<file path="src/sv/iirtf_pkg.sv">
`default_nettype none

package iirtf_pkg;

	// Field and arithmetic widths
	localparam int SampleW = 16;
	localparam int CoefW   = 24;
	localparam int DelayW  = 44;
	localparam int FracW   = 20;
	localparam int ProdW   = CoefW + SampleW;   // coefficient times sample
	localparam int AccW    = DelayW + 1;        // product plus delay element
	localparam int UpdW    = DelayW + 2;        // two products plus delay element
	localparam int CfgIdxW = 3;

	// Register indexes on the configuration port
	localparam logic [CfgIdxW-1:0] REG_FF_COEF_0 = 3'd0;
	localparam logic [CfgIdxW-1:0] REG_FF_COEF_1 = 3'd1;
	localparam logic [CfgIdxW-1:0] REG_FF_COEF_2 = 3'd2;
	localparam logic [CfgIdxW-1:0] REG_FB_COEF_1 = 3'd3;
	localparam logic [CfgIdxW-1:0] REG_FB_COEF_2 = 3'd4;

	// Item opcodes
	localparam logic OP_FILTER  = 1'b0;
	localparam logic OP_PRELOAD = 1'b1;

	// 1.0 in Q4.20
	localparam logic signed [CoefW-1:0] CoefOne = 24'sh100000;

	typedef struct packed {
		logic                      opcode;
		logic signed [SampleW-1:0] sample_in;
		logic                      delay_index;
		logic signed [DelayW-1:0]  delay_value;
	} in_item_t;

	typedef struct packed {
		logic signed [SampleW-1:0] sample_out;
		logic                      saturated;
	} out_item_t;

	typedef struct packed {
		logic signed [CoefW-1:0] b0;
		logic signed [CoefW-1:0] b1;
		logic signed [CoefW-1:0] b2;
		logic signed [CoefW-1:0] a1;
		logic signed [CoefW-1:0] a2;
	} coef_set_t;

	// Commands from the controller to the datapath
	typedef struct packed {
		logic load_item;   // capture the accepted transaction
		logic mac1;        // output sample and feed-forward products
		logic mac2;        // feedback products and delay update
		logic preload;     // write one delay element
		logic push;        // move the result into the output register
	} dp_cmd_t;

endpackage

`default_nettype wire

</file>
<file path="src/sv/iirtf_cfg_regs.sv">
`default_nettype none

module iirtf_cfg_regs
	import iirtf_pkg::*;
(
	input  wire                       clk,
	input  wire                       arst_n,
	input  wire                       wr_en,
	input  wire [CfgIdxW-1:0]         wr_index,
	input  wire [CoefW-1:0]           wr_data,
	output coef_set_t                 coef
);

	coef_set_t coef_q;

	// Coefficient register file; unknown indexes are dropped
	always_ff @(posedge clk or negedge arst_n) begin
		if (!arst_n) begin
			coef_q.b0 <= CoefOne;
			coef_q.b1 <= '0;
			coef_q.b2 <= '0;
			coef_q.a1 <= '0;
			coef_q.a2 <= '0;
		end else if (wr_en) begin
			unique case (wr_index)
				REG_FF_COEF_0: coef_q.b0 <= wr_data;
				REG_FF_COEF_1: coef_q.b1 <= wr_data;
				REG_FF_COEF_2: coef_q.b2 <= wr_data;
				REG_FB_COEF_1: coef_q.a1 <= wr_data;
				REG_FB_COEF_2: coef_q.a2 <= wr_data;
				default: ;
			endcase
		end
	end

	assign coef = coef_q;

endmodule

`default_nettype wire

</file>
<file path="config.mk">
export PLATFORM = sky130hd
export DESIGN_NAME = iirtf_cfg_regs
export DESIGN_NICKNAME = d
export VERILOG_FILES = /design/src/sv/iirtf_pkg.sv /design/src/sv/iirtf_cfg_regs.sv
export SDC_FILE = /design/constraint.sdc
export NUM_CORES = 1
export LEC_CHECK = 0
export BUFFER_PORTS_ARGS = -buffer_cell sky130_fd_sc_hd__buf_2
export CORE_MARGIN = 5
export CORE_UTILIZATION = 25
export CTS_CLUSTER_DIAMETER = 200
export DETAILED_ROUTE_END_ITERATION = 16
export GPL_ROUTABILITY_DRIVEN = 1
export PLACE_DENSITY = 0.49
export SYNTH_ARGS = -nofsm -noshare
export SYNTH_HDL_FRONTEND = slang
export SYNTH_SLANG_ARGS = --single-unit
</file>
<file path="constraint.sdc">
create_clock -name clk -period 2.3 [get_ports clk]
set_clock_uncertainty 0.1 [all_clocks]
set_input_delay 0.115 -clock clk [delete_from_list [all_inputs] [get_ports clk]]
set_output_delay 0.115 -clock clk [all_outputs]
set_load 0.05 [all_outputs]
</file>
---- After elaboration in Yosys (flattened, before gate mapping) ----
Cells that the tools add are included.
operators by class
  equal/unequal tests ..................... 4
  reduce and logical (&&, ||, !) cells .... 6
operators by type and width
  kind                                            number
  AND reduction 2 bit                             5
  == test 3 x 2 -> 1 bit (second input constant)  2
  == test 3 x 1 -> 1 bit (second input constant)  1
  == test 3 bit (second input constant)           1
  zero test 3 bit                                 1
storage, ports and cells
  register bits ........................... 120
  logic and storage cells ................. 15

---- Logic depth before layout (Yosys ltp) ----
  depth in word-level cells ............... 2
  depth in mapped cells ................... 4
  gate-level depth less buffers ........... 2

---- Worst setup path before layout ----
OpenSTA, ideal clock, no wires.
  path type ............................... input -> register
  start point ............................. input port wr_index[0]
  end point ............................... register coef_q (netlist bit coef[113])
  slack ................................... 1,019 ps
  buffers on the path ..................... 1
  required time ........................... 2,075 ps
  arrival ................................. 1,057 ps
  stages on the path ...................... 3
  library setup time ...................... 125 ps
  cell sequence ........................... nor4b_4 > buf_6 > mux2_2
on the way
  word-level cells in the longest chain between the ends .. 2
RTL lines
  element                        RTL line              text
  from (decl)                    iirtf_cfg_regs.sv:9   input wire [CfgIdxW-1:0] wr_index,
  zero test 3 bit                iirtf_cfg_regs.sv:25  unique case (wr_index)
  AND reduction 2 bit (no line)  -
  to (decl)                      iirtf_cfg_regs.sv:14  coef_set_t coef_q;
No other way between the ends.
A chain may end at the register's enable or synchronous reset.

---- Final worst setup path ----
  start point ............................. register coef_q (netlist bit coef[116])
  end point ............................... output port coef[116] in the netlist's numbering
RTL lines
  element    RTL line              text
  to (decl)  iirtf_cfg_regs.sv:11  output coef_set_t coef
No word-level cell between the ends.

==> summary.md <==
| Metric | Value |
|---|---|
| DIE WIDTH | 145 µm |
| Slew Limit Fails | 0 |
| Initial antenna violation count | 0 |
| Share of layout cells above drive strength 1 | roughly 66% |
| Mapped Area | 4560 µm² |
| Fin crit share | 61.5% |
| CTS root buf | clkbuf_16 |
| CP Data Arrival Time | roughly 1.2 ns |
| Final Non-Filler Cells | just under 700 |
| Largest area contributor in the netlist | dfrtp_1 |
| DP HPWL | between 7 and 8 mm |
| Tmin final | about 1.4 ns |
| Crit-path max cell delay | between 0.5 and 0.6 ns |
| WHS | between 0.02 and 0.025 ns |
| Leak Pwr | roughly 3.0 nW |
| CP max FO | 2 |
| Pre-CTS setup slack | 0.574 ns |
| Count leader, synth | dfrtp_1 |
| Fillers | 1,763 |
| RSZ-0062 raised after global routing | no |
| GRT Overall Usage | a little under an eighth |
| Area share of the largest cell type after synthesis | 65.3% |
| Cells on worst reg2reg path | 1 |
| DRC | 0 |
| Hold buffer count at CTS | 25 |
| Pwr Density | between 1000 and 1500 nW/µm² |
| Inst Count DP | between 600 and 700 |
| Most frequent cells after synthesis | 119 x dfrtp_1, 115 x mux2_2, 10 x buf_6 |
| Nets | around 480 |
| Post-synth EDFFs | 0 |
| Status | finished, final reports clean |
| Largest register FFs | 120 |
| Synth warn | 0 |
| Hold Fails Final Rpt | 0 |
| Largest net degree at the start of global routing | 70 |
| Worst R2R End | coef[102] |
| Final wirelength | roughly 12 mm |
| Setup Viol. Count Final | 0 |
| Required time worst endpoint | approximately 2.1 ns |
| PostCTS Resize Cnt | 0 |
| Core area | around 18,000 µm² |
| Unique cell type count in the Yosys netlist | 10 |
| Final core utilization | around 35% |
| Syn_area_per_cell | roughly 18 µm² |
| TNS Setup | 0 ns |
| Port bufs | between 100 and 150 |
| CTS Buffer Depth | 2 |
| Class of the worst hold path | in2async |
| WS Path Type | reg2out |
| Worst Max-Slew Pin Slew | 0.519 ns |
| Number of diodes | 0 |
| Number of buffers created by CTS | 17 |
| Die ar. | between 20,000 and 25,000 µm² |
| First-pass GRT wire length | slightly below 20 mm |
| Top Family by Delay on Critical Path | flip-flops |
| GR Overflow Total | 0 |
| CTS Sinks | 120 |
| Vias in the first global route | 3,224 |
| Crit. End Element | output pin |
| Max-cap viol count | 0 |
| Critical-path cell list | buf_2 |
| Worst path bufs/invs | 1 |
| Reg2reg start | coef[102] |
| Worst Setup Start Kind | register |
| Synthesized instance count | about 260 |
| Drt pass-1 iters | 3 |
| Drt wl/cell | 17.3 µm |
| FF+latch count, synth | 120 |
| Asr flop ratio synth | 100% |
| Routed via count | approximately 2,900 |
| Area growth from synthesis to layout | 39.8% |
| Post-CTS Setup Repair Bufs | 0 |
| Final worst slack | between 0.8 and 0.9 ns |
| Worst vdd ir | 0.700 mV |
| FMAX | slightly above 700 MHz |
| Reg-to-reg setup timing slack | between 1 and 1.5 ns |
| Sequential fraction of the synthesis area | 65.9% |
| Top post-synthesis cells by area | dfrtp_1 65%, mux2_2 28%, buf_6 2.5% |
| I/O Pins | 150 |
| Main synth FF type | dfrtp_1 |
| Initial Util | between 20 and 30% |
| Worst path slowest cell | dfstp_2 |
| DR vias/cell | between 4 and 5 |
| Total Power | between 8 and 9 mW |
| CTS tree | done |
| Die height | 145 µm |
| Clk slew on worst S/H paths | ~0.050 ns |
| Final instance area | between 6000 and 7000 µm² |
| Dpl cell area | roughly 5600 µm² |
| GP Congestion | approximately 0.72 |
| First DRT Iteration DRCs | 56 |
| Slew HR | about two thirds |
| Mapped Nets | approximately 290 |
| Site row count | 49 |
| Antenna-violating nets left | 0 |
| Clk_lat worst skew | ~0.40 ns |
| Htree depth | 4 |
==> worst max path at each step <==
stage / from / end / cells after the start
5_1_grt: coef[116] / coef[116] / 1
3_5_place_dp: wr_index[2] / coef[31] / 4
3_3_place_gp: wr_index[2] / coef[33] / 4
6_report: coef[116] / coef[116] / 1
4_1_cts: coef[116] / coef[116] / 1
2_1_floorplan: wr_index[0] / coef[113] / 3
==> layout by cell type (no fill, tap or decap), types with 3 or more instances in the layout <==
master           n
buf_2          148
buf_4            6
clkbuf_1         3
clkbuf_16       17
clkinv_2         5
dfrtp_1        119
dlygate4sd3_1   25
mux2_1           5
mux2_2         115
==> cell families after synthesis <==
group | synth area share, %
flops | 65.9
simple gates | 1.62
buf+inv | 2.80
mux | 29.7
==> area by class of cell <==
cell class / count / area, µm² / area share, %
clock buffer: 22 / 464 / 7.29
timing repair buffer: 181 / 1080 / 16.9
tap: 229 / 287 / 4.50
multi-input combinational: 125 / 1440 / 22.6
sequential: 120 / 3000 / 47.2
clock inverter: 9 / 100 / 1.57
==> power breakdown <==
group | internal [mW] | leakage [nW] | total, mW | switching [mW]
Clock | 1.63 | 0.276 | 2.54 | 0.906
Sequential | 2.58 | 1.44 | 2.82 | 0.239
Combinational | 0.716 | 1.28 | 2.84 | 2.12
==> metal layers <==
| metal | vias up | GRT usage, % | part of all wire (%) |
|---|---|---|---|
| li1 | 1296 | - | - |
| met1 | 1474 | 14.1 | 43 |
| met2 | 114 | 18.2 | 46 |
| met3 | 12 | 6.17 | 9.7 |
| met4 | 0 | 3.81 | 1.3 |
| met5 | - | 0 | 0 |
Power figures use the tool's default switching activity.
