[src/sv/iirtf_pkg.sv]
`default_nettype none

package iirtf_pkg;

	// Field and arithmetic widths
	localparam int SampleW = 16;
	localparam int CoefW   = 24;
	localparam int DelayW  = 44;
	localparam int FracW   = 20;
	localparam int ProdW   = CoefW + SampleW;   // coefficient times sample
	localparam int AccW    = DelayW + 1;        // product plus delay element
	localparam int UpdW    = DelayW + 2;        // two products plus delay element
	localparam int CfgIdxW = 3;

	// Register indexes on the configuration port
	localparam logic [CfgIdxW-1:0] REG_FF_COEF_0 = 3'd0;
	localparam logic [CfgIdxW-1:0] REG_FF_COEF_1 = 3'd1;
	localparam logic [CfgIdxW-1:0] REG_FF_COEF_2 = 3'd2;
	localparam logic [CfgIdxW-1:0] REG_FB_COEF_1 = 3'd3;
	localparam logic [CfgIdxW-1:0] REG_FB_COEF_2 = 3'd4;

	// Item opcodes
	localparam logic OP_FILTER  = 1'b0;
	localparam logic OP_PRELOAD = 1'b1;

	// 1.0 in Q4.20
	localparam logic signed [CoefW-1:0] CoefOne = 24'sh100000;

	typedef struct packed {
		logic                      opcode;
		logic signed [SampleW-1:0] sample_in;
		logic                      delay_index;
		logic signed [DelayW-1:0]  delay_value;
	} in_item_t;

	typedef struct packed {
		logic signed [SampleW-1:0] sample_out;
		logic                      saturated;
	} out_item_t;

	typedef struct packed {
		logic signed [CoefW-1:0] b0;
		logic signed [CoefW-1:0] b1;
		logic signed [CoefW-1:0] b2;
		logic signed [CoefW-1:0] a1;
		logic signed [CoefW-1:0] a2;
	} coef_set_t;

	// Commands from the controller to the datapath
	typedef struct packed {
		logic load_item;   // capture the accepted transaction
		logic mac1;        // output sample and feed-forward products
		logic mac2;        // feedback products and delay update
		logic preload;     // write one delay element
		logic push;        // move the result into the output register
	} dp_cmd_t;

endpackage

`default_nettype wire

[src/sv/iirtf_ctrl.sv]
`default_nettype none

module iirtf_ctrl
	import iirtf_pkg::*;
(
	input  wire     clk,
	input  wire     arst_n,
	input  wire     in_valid,
	input  wire     in_opcode,
	input  wire     out_stall,
	output logic    in_stall,
	output logic    out_valid,
	output dp_cmd_t cmd
);

	typedef enum logic [2:0] {
		ST_IDLE,
		ST_MAC1,
		ST_MAC2,
		ST_HOLD,
		ST_LOAD
	} state_t;

	state_t state_q, state_d;
	logic   out_valid_q, out_valid_d;
	logic   out_free, has_result, push, take, accept;
	state_t after_take;

	// Handshake decode
	always_comb begin
		out_free   = !out_valid_q || !out_stall;
		has_result = (state_q == ST_MAC2) || (state_q == ST_HOLD);
		push       = has_result && out_free;
		take       = (state_q == ST_IDLE) || (state_q == ST_LOAD) || push;
		accept     = in_valid && take;
		after_take = !accept ? ST_IDLE :
		             (in_opcode == OP_PRELOAD) ? ST_LOAD : ST_MAC1;
	end

	// Next state
	always_comb begin
		unique case (state_q)
			ST_IDLE, ST_LOAD: state_d = after_take;
			ST_MAC1:          state_d = ST_MAC2;
			ST_MAC2, ST_HOLD: state_d = push ? after_take : ST_HOLD;
			default:          state_d = ST_IDLE;
		endcase
		out_valid_d = push ? 1'b1 : (out_valid_q && out_stall);
	end

	// State and output valid
	always_ff @(posedge clk or negedge arst_n) begin
		if (!arst_n) begin
			state_q     <= ST_IDLE;
			out_valid_q <= 1'b0;
		end else begin
			state_q     <= state_d;
			out_valid_q <= out_valid_d;
		end
	end

	// Datapath commands
	always_comb begin
		cmd.load_item = accept;
		cmd.mac1      = (state_q == ST_MAC1);
		cmd.mac2      = (state_q == ST_MAC2);
		cmd.preload   = (state_q == ST_LOAD);
		cmd.push      = push;
	end

	assign in_stall  = !take;
	assign out_valid = out_valid_q;

endmodule

`default_nettype wire

[config.mk]
export PLATFORM = sky130hd
export DESIGN_NAME = iirtf_ctrl
export DESIGN_NICKNAME = d
export VERILOG_FILES = /design/src/sv/iirtf_pkg.sv /design/src/sv/iirtf_ctrl.sv
export SDC_FILE = /design/constraint.sdc
export NUM_CORES = 1
export LEC_CHECK = 0
export BUFFER_PORTS_ARGS = -buffer_cell sky130_fd_sc_hd__buf_2
export CORE_AREA = 10 10 47 49
export CTS_CLUSTER_DIAMETER = 50
export DETAILED_ROUTE_END_ITERATION = 10
export DIE_AREA = 0 0 57 59
export GPL_TIMING_DRIVEN = 0
export PLACE_DENSITY = 0.5
export SLEW_MARGIN = 10
export SYNTH_ARGS = -nofsm -noshare
export SYNTH_HDL_FRONTEND = slang
export SYNTH_SLANG_ARGS = --single-unit
[constraint.sdc]
create_clock -name clk -period 1.1 [get_ports clk]
set_clock_uncertainty 0.15 [all_clocks]
set_input_delay 0.22 -clock clk [delete_from_list [all_inputs] [get_ports clk]]
set_output_delay 0.22 -clock clk [all_outputs]
set_load 0.01 [all_outputs]
# [Word level (Yosys, flattened, before mapping)]
# Index checks and enable logic that the tools add are counted.
[word_totals] register_bits=4 inputBits=5 output_inout_bits=7 word_cells=24
[classes] eq_ne=4 n_mux=5 n_reduce_logical=13
[op_table] cell="two-way mux 3 bit" n=3
[op_table] cell="case mux 3 bit (3 select lines)" n=1
[op_table] cell="== test 3 x 2 -> 1 bit, second input constant" n=2
[op_table] cell="logical OR 1 bit" n=4
[op_table] cell="OR reduction 2 bit" n=2
[op_table] cell="== test 3 x 1 -> 1 bit, second input constant" n=1
[op_table] cell="== test 3 bit, second input constant" n=1
[op_table] cell="logical AND 1 bit" n=3
[op_table] cell="zero test 1 bit" n=3
[op_table] cell="zero test 3 bit" n=1
[op_table] cell="two-way mux 1 bit" n=1

# [Longest topological paths before layout]
# Gate-level depths: netlist of the first run.
[logic_depth] ltp_word=8 depth_mapped=4 ltp_nobuf=3

# [Worst setup path before layout of the first run]
# OpenSTA, ideal clock, no wires.
[synth_path] path_type="register to output" startpoint="reg out_valid_q (netlist: out_valid)" endpoint="out cmd[4] in the netlist's numbering" arrival_ps=945 required_time_ps=730 path_slack_ps=-215 path_stages_with_launch=5 n_path_buf=1 path_cell_list="dfrtp_1 > a21oi_1 > a21oi_2 > nor2b_1 > buf_4"
[synth_between] elab_chain_cells=5
[synth_rtl] item="start: declaration" line="iirtf_ctrl.sv:25" rtl="logic out_valid_q, out_valid_d;"
[synth_rtl] item="start signal: assignment" line="iirtf_ctrl.sv:58" rtl="out_valid_q <= out_valid_d;"
[synth_rtl] item="zero test 1 bit" line="iirtf_ctrl.sv:31" rtl="out_free = !out_valid_q || !out_stall;"
[synth_rtl] item="logical OR 1 bit" line="iirtf_ctrl.sv:31"
[synth_rtl] item="logical AND 1 bit" line="iirtf_ctrl.sv:33" rtl="push = has_result && out_free;"
[synth_rtl] item="logical OR 1 bit" line="iirtf_ctrl.sv:34" rtl="take = (state_q == ST_IDLE) || (state_q == ST_LOAD) || push;"
[synth_rtl] item="logical AND 1 bit" line="iirtf_ctrl.sv:35" rtl="accept = in_valid && take;"
[synth_rtl] item="end: declaration" line="iirtf_ctrl.sv:13" rtl="output dp_cmd_t cmd"
# No other way between the ends.

==> run summary, run 1 <==
Status = complete, but fails checks
Failing checks = negative setup slack
Final WS setup = -0.437 ns
ANT nets after route = 0
Crit path launch type = flip-flop
CP max-delay cell = dfrtp_2
Clk pin slew, worst setup/hold paths = 0.04 ns
CP required = 0.73 ns
Area growth from synthesis to layout = 122%
Vias per Instance = 3.90
Register bit total from synthesis = 4
Avg Inst Size Synth = 9.47 µm²
Area contributors post-synth = dfrtp_1, a21oi_1, buf_4
Area share of the largest cell type after synthesis = 46.0%
Clock tree buffer depth = 2
Wire per inst = 11.6 µm
Clock sinks = 4
Synth area leader = dfrtp_1
Synth Cell Area = 218 µm²
Vias = 246
Starting Density = 15.5%
Fillers = 151
IO Pins = 12
CTS tree = yes
Hold Path Class = input pin to flip-flop
RSZ-0062 raised after global routing = yes
GPL Wtd Cong = 0.601
Setup crit end kind = output port
Yosys warnings = 0
Achievable Freq = 0.650 GHz
Endpoints failing hold = 0
Worst-path fanout max = 4
Power density over cell area = 1900 nW/µm²
First-pass DRT Iterations = 1
Slew @ Worst Pin = 0.334 ns
DRT Wirelength = 728 µm
Syn nets = 28
Leakage = 0.231 nW
Ant diodes = 0
Top delay family on crit path = flip-flops
Die X = 57 µm
Final #Nets = 53
Crit path largest cell delay = 0.45 ns
CTS Buf Count = 3
DIE AREA = 3360 µm²
Drt initial violations = 0
Slew Limit Fails = 0
Max IR drop VDD = 736 µV
Synth cell types = 13
Global route total overflow = 0
DR DRC count = 0
Final setup fails = 9
Clk_lat worst skew = 0.23 ns
Total power = 0.917 mW
Crit Path Class = flip-flop to output port
Die H = 59 µm
Crit path buffers/inverters = 2
Max Cap Viol = 0
Min cycle time layout = 1.54 ns
Number of global-route vias before repair = 280
Share of layout cells above drive strength 1 = 76.6%
Port Buffers = 11
CP arrival = 1.17 ns
Row cnt = 14
Seq/Total Area, Yosys = 46.0%
Slew HR = 77.7%
Initial antenna violation count = 0
Clk root buf = clkbuf_4
Largest net degree at the start of global routing = 5
CTS HTree Levels = 1
Synth Instances = 23
Pre-CTS WS = -0.288 ns
Core Area = 1400 µm²
Global-route usage over all layers = 4.59%
First-pass GRT wire length = 1190 µm
Final Cycle Share = 140%
CP Cell Sequence = buf_6 -> nor3b_2 -> buf_2
## flip-flops by register name, indices dropped and copies added, names as in the netlist
signal and cells:
state_q 3, out_valid 1
## power by group
part           leakage, nW  switching, mW  internal, mW
clock network       0.0150         0.0589         0.136
registers           0.0498         0.0458         0.184
logic                0.166          0.202         0.290
## synthesized netlist by cell type
cell and number:
nor2_1 2, o2bb2ai_1 1, nor2_2 1, nor2b_1 2
and2_1 1, dfrtp_1 4, buf_4 2, o21bai_1 1
nand2_1 3, a21oi_1 3, nor3b_2 1, a21oi_2 1
nand2b_1 1
## worst reg2reg max path, stage by stage (launching register included)
cell and delay [ns]:
dfrtp_2 0.45, buf_6 0.14, nor3b_2 0.19, buf_4 0.13, o21bai_1 0.09
## cells in the final DEF (no fill, tap or decap), types with 2 or more instances in the layout
master    n
buf_4     6
buf_6     8
a21oi_2   3
nor2b_1   2
buf_2     7
nand2_1   2
dfrtp_1   2
dfrtp_2   2
clkbuf_4  3
## repair_timing
| action | CTS | global route |
|---|---|---|
| pin swaps | 4 | 2 |
| hold buffers | 1 | 0 |
| setup buffers | 7 | 4 |
| resized for setup | 17 | 2 |
| setup endpoints to repair | 7 | 10 |
| hold endpoints to repair | 4 | 0 |
## area by class of cell
type                       count  area, µm²  area share (%)
timing repair buffer          22        180            37.3
multi-input combinational     17        154            31.9
sequential                     4        103            21.2
clock buffer                   4       26.3            5.44
tap                           16       20.0            4.15
## routing by layer
| layer | vias up | GRT usage (%) | wire [µm] |
|---|---|---|---|
| met5 | - | 0 | 0 |
| met4 | 0 | 3.02 | 0 |
| met3 | 0 | 3.65 | 96 |
| met2 | 12 | 7.13 | 373 |
| met1 | 110 | 4.05 | 258 |
| li1 | 124 | - | - |
## worst paths after layout
check | startpoint | endpoint | slack, ns | cells after the start
worst min-delay path | in_valid | state_q[2] | 0.06 | 3
max in group asynchronous | arst_n | state_q[1] | 0.50 | 2
worst max register to register | state_q[1] | state_q[1] | -0.13 | 4
min in group asynchronous | arst_n | state_q[2] | 0.17 | 2
worst max-delay path | state_q[1] | cmd[3] | -0.44 | 3
worst min register to register | state_q[1] | state_q[2] | 0.51 | 2
## metrics by stage
step | util, % | instance area (µm²) | TNS, ns | cells | hold slack, ns
final | 34.5 | 483 | -2.61 | 63 | 0.0586
after global placement | 21.6 | 303 | -1.02 | 50 | -0.124
after global routing | 34.5 | 483 | -3.06 | 63 | 0.0592
after floorplan | - | 228 | -0.283 | 23 | -0.226
after detailed placement | 21.6 | 303 | -0.956 | 50 | -0.122
after CTS | 32.4 | 454 | -2.77 | 61 | 0.0493
## cell families (layout without fill, tap and decap cells)
group                  Yosys count  after routing  share of synthesized area [%]
DFF                              4              4                           46.0
buffers and inverters            2             26                           6.89
and+or+nand+nor                 11             11                           28.7
AOI/OAI and AO/OA                6              6                           18.4
No activity file was read; power rests on OpenSTA's default activity.
==> inputs of run 2 (changes only) <==
--- a/config.mk
+++ b/config.mk
@@ -12,6 +12,7 @@
 export DIE_AREA = 0 0 57 59
 export GPL_TIMING_DRIVEN = 0
 export PLACE_DENSITY = 0.5
+export REMOVE_ABC_BUFFERS = 1
 export SLEW_MARGIN = 10
 export SYNTH_ARGS = -nofsm -noshare
 export SYNTH_HDL_FRONTEND = slang
==> run 2 against run 1 <==
Net effect:
- the run still ends with negative setup slack left
- non-clock buffer count is 7 lower
- register-to-register slack gained 0.05 ns
- cell count decreased by 13%
- sequential share of layout area up 5.7 points
==> run summary, run 2 (same netlist as run 1, synthesis figures left out) <==
Status = complete, but fails checks
Failing checks = negative setup slack
Reg with most FFs = state_q
Final WS setup = -0.361 ns
CP Cell Sequence = nor2_4 -> a21oi_2 -> nor2b_1 -> buf_2
Wire per inst = 11.0 µm
Setup crit end kind = output port
Worst R2R Path Depth = 4
Global route total overflow = 0
CTS Buf Count = 3
Commonest cells after routing, fill and taps aside = buf_2, buf_6, a21oi_2, clkbuf_4, dfrtp_1
Final #Nets = 46
GPL Wtd Cong = 0.643
Worst-path fanout max = 4
Clk root buf = clkbuf_4
Max reg flops = 3
Final setup fails = 8
Starting Density = 15.5%
Vias = 214
Initial antenna violation count = 0
Crit path launch type = flip-flop
Drt initial violations = 0
Max Cap Viol = 0
Endpoints failing hold = 0
Slew HR = 88.7%
Hold Path Class = input pin to flip-flop
Final Cycle Share = 133%
DRT Wirelength = 604 µm
Power density over cell area = 1930 nW/µm²
Share of layout cells above drive strength 1 = 66.7%
CTS HTree Levels = 1
CP required = 0.73 ns
Fin util = 26.9%
Clk pin slew, worst setup/hold paths = 0.04 ns
Row cnt = 14
DP Area = 278 µm²
Fillers = 163
Port Buffers = 11
Vias per Instance = 3.89
DR DRC count = 0
Largest net degree at the start of global routing = 5
IO Pins = 12
CTS tree = yes
CP arrival = 1.09 ns
Design area = 377 µm²
Pre-CTS WS = -0.204 ns
Total power = 0.728 mW
Die X = 57 µm
Post-Layout Cell Count = 55
Clk_lat worst skew = 0.23 ns
DIE AREA = 3360 µm²
Max IR drop VDD = 443 µV
Most common cell after layout, fill and taps aside = buf_2
Min cycle time layout = 1.46 ns
Clock tree buffer depth = 2
Die H = 59 µm
ANT nets after route = 0
First-pass DRT Iterations = 1
Placed cells = 48
Core Area = 1400 µm²
First-pass GRT wire length = 1010 µm
Area growth from synthesis to layout = 73.0%
Leakage = 0.184 nW
Number of global-route vias before repair = 235
Slew @ Worst Pin = 0.169 ns
Global-route usage over all layers = 4.07%
Crit path largest cell delay = 0.45 ns
CP max-delay cell = dfrtp_2
RSZ-0062 raised after global routing = yes
Achievable Freq = 0.684 GHz
Hold path cells = 3
Ant diodes = 0
Crit Path Class = flip-flop to output port
Clock sinks = 4
Slew Limit Fails = 0
[run 2: layer usage]
| metal | up-vias | routed length [µm] | track usage [%] |
|---|---|---|---|
| met1 | 95 | 224 | 3.10 |
| met5 | - | 0 | 0 |
| met3 | 2 | 74 | 3.43 |
| li1 | 109 | - | - |
| met2 | 8 | 297 | 6.20 |
| met4 | 0 | 7 | 4.03 |
[run 2: cell type report]
type	instances	area [µm²]	share of cell area, %
Sequential cell	4	101	26.9
Clock buffer	3	22.5	5.98
Timing Repair Buffer	15	105	27.9
Multi-Input combinational cell	17	128	33.9
Tap cell	16	20.0	5.32
[run 2: worst max-delay path, delay by kind of cell (launching register included)]
family / cells / cell delay, ns
compound gates: 1 / 0.05
buf+inv: 1 / 0.13
flops: 1 / 0.45
simple gates: 2 / 0.22
[run 2: final timing paths]
check / start / end / slack (ns)
max: state_q[1] / cmd[4] / -0.36
min: in_valid / state_q[2] / 0.07
max reg2reg: state_q[2] / state_q[1] / -0.08
min reg2reg: state_q[0] / state_q[0] / 0.49
max in group asynchronous: arst_n / state_q[1] / 0.49
min in group asynchronous: arst_n / state_q[0] / 0.17
[run 2: repair_timing]
action,CTS,global route
hold buffers,1,0
resized for setup,7,4
buffers inserted,2,1
endpoints found under the hold margin,4,0
setup endpoints to repair,7,8
pin swaps,3,1
[run 2: report_power, final]
group	total, mW	switching (mW)	internal, mW
clock	0.179	0.0572	0.122
sequential	0.228	0.0461	0.182
combinational	0.321	0.146	0.175
[run 2: stage by stage]
stage	hold WS [ns]	setup TNS, ns
after global routing	0.0804	-2.65
final	0.0656	-2.13
after detailed placement	-0.117	-0.760
after floorplan	-0.226	-0.296
after global placement	-0.123	-0.721
after CTS	0.0599	-2.16
==> inputs of run 3 (changes only) <==
==> config.mk (replaced) <==
export PLATFORM = sky130hd
export DESIGN_NAME = iirtf_ctrl
export DESIGN_NICKNAME = d
export VERILOG_FILES = /design/src/sv/iirtf_pkg.sv /design/src/sv/iirtf_ctrl.sv
export SDC_FILE = /design/constraint.sdc
export NUM_CORES = 1
export LEC_CHECK = 0
export CORE_AREA = 10 10 47 49
export CTS_CLUSTER_DIAMETER = 200
export DETAILED_ROUTE_END_ITERATION = 10
export DIE_AREA = 0 0 57 59
export DONT_BUFFER_PORTS = 1
export GPL_TIMING_DRIVEN = 0
export PLACE_DENSITY = 0.42
export REMOVE_ABC_BUFFERS = 1
export SLEW_MARGIN = 10
export SYNTH_ARGS = -nofsm -noshare
export SYNTH_HDL_FRONTEND = slang
export SYNTH_SLANG_ARGS = --single-unit
export TNS_END_PERCENT = 5
==> run 3 against run 2 <==
Net effect:
- the run still ends with negative setup slack left
- non-clock buffer count fell by 11
- cell count fell by 20%
- combinational power fell by 37%
- die area did not move
- wire length rose by 0.17%
- critical path depth fell by 2
- fmax fell by 0.55%
- final area fell by 13%
- clock-buffer cell count did not move
- sequential share of layout area rose by 4.4 points
==> run summary, run 3 (same netlist as run 1, synthesis figures left out) <==
Status = complete, but fails checks
Failing checks = negative setup slack
Worst-path fanout max = 5
Levels on crit path = 2
Total power = 0.634 mW
Achievable Freq = 0.680 GHz
CP Cell Sequence = nand2b_2 -> a21oi_2
Starting Density = 15.5%
Most common cell after layout, fill and taps aside = dlygate4sd3_1
Slew @ Worst Pin = 0.305 ns
Slew Limit Fails = 0
Share of layout cells above drive strength 1 = 46.4%
Area growth from synthesis to layout = 50.6%
GPL Wtd Cong = 0.792
Fillers = 152
Drt initial violations = 0
Row cnt = 14
DR DRC count = 0
First-pass DRT Iterations = 1
Global route total overflow = 0
Crit Path Class = flip-flop to output port
Max IR drop VDD = 543 µV
Die H = 59 µm
Max reg flops = 3
Ant diodes = 0
Final #Nets = 35
Multi-input combinational cell area = 143 µm²
DIE AREA = 3360 µm²
First-pass GRT wire length = 1010 µm
Min cycle time layout = 1.47 ns
Max Cap Viol = 0
Slew HR = 79.6%
Initial antenna violation count = 0
Clk_lat worst skew = 0.23 ns
Commonest cells after routing, fill and taps aside = dlygate4sd3_1, nand2_1, clkbuf_4
CP required = 0.73 ns
Final WS setup = -0.370 ns
Vias = 173
Worst R2R Path Depth = 2
RSZ-0062 raised after global routing = yes
Endpoints failing hold = 0
# Post-CTS Setup Buffers = 0
Hold Path Class = input pin to flip-flop
Top delay family on crit path = flip-flops
Storage cell area = 103 µm²
CP arrival = 1.10 ns
IO Pins = 12
Clk pin slew, worst setup/hold paths = 0.04 ns
Clock tree buffer depth = 2
Die X = 57 µm
Crit path launch type = flip-flop
Largest net degree at the start of global routing = 6
Reg with most FFs = state_q
Setup TNS = -2.00 ns
Wire per inst = 13.8 µm
Clk root buf = clkbuf_4
Global-route usage over all layers = 4.15%
Port Buffers = 0
CP max-delay cell = dfrtp_1
Final setup fails = 7
Crit path largest cell delay = 0.42 ns
Crit path buffers/inverters = 0
ANT nets after route = 0
Vias per Instance = 3.93
Hold path cells = 2
Final Cycle Share = 134%
Core Area = 1400 µm²
CTS HTree Levels = 1
CTS Buf Count = 3
Clock sinks = 4
Power density over cell area = 1930 nW/µm²
CTS tree = yes
Number of global-route vias before repair = 218
Post-detail-place hpwl = 504 µm
DRT Wirelength = 605 µm
Leakage = 0.131 nW
Setup crit end kind = output port
-- run 3: cell count changes in the layout (fill, tap and decap cells not counted), moves of 2 or more --
cell,delta
dlygate4sd3_1,+3
buf_6,-4
a21oi_4,+2
a21oi_2,-2
buf_2,-10
-- run 3: what timing repair did --
item	in CTS	in global routing
hold buffers	4	0
resized for setup	8	3
pin swaps	2	1
endpoints found under the hold margin	6	0
endpoints found under the setup margin	8	9
-- run 3: report_power, final --
group          internal, mW  total [mW]  switching (mW)
combinational        0.0866       0.202           0.115
clock                 0.122       0.178          0.0563
sequential            0.184       0.254          0.0700
-- run 3: final timing paths --
kind	start	endpoint	slack, ns
setup / recovery	state_q[2]	cmd[0]	-0.37
hold / removal	in_opcode	state_q[0]	0.03
setup reg to reg	state_q[1]	state_q[1]	-0.08
hold reg to reg	out_valid	out_valid	0.48
max in group asynchronous	arst_n	state_q[1]	0.49
min in group asynchronous	arst_n	state_q[2]	0.12
-- run 3: area by class of cell --
| cell class | instances | share of cell area (%) |
|---|---|---|
| clock buffer | 3 | 6.87 |
| multi-input combinational | 17 | 43.5 |
| sequential | 4 | 31.3 |
| tap | 16 | 6.11 |
| timing repair buffer | 4 | 12.2 |
-- run 3: per-stage QoR --
step	hold slack [ns]	std cells	area [µm²]	utilization, %	setup WS (ns)
2_1_floorplan	-0.226	21	203	-	-0.190
3_3_place_gp	-0.225	37	223	15.9	-0.292
3_5_place_dp	-0.225	37	223	15.9	-0.299
4_1_cts	0.0224	44	313	22.3	-0.405
5_1_grt	0.0421	44	328	23.4	-0.421
6_report	0.0282	44	328	23.4	-0.370
-- run 3: per-layer routing --
layer	track usage [%]	part of all wire, %	up-vias
met1	2.61	27	83
met2	7.91	67	2
met5	0	0	-
met3	1.72	4.8	2
met4	5.03	0.66	0
li1	-	-	86
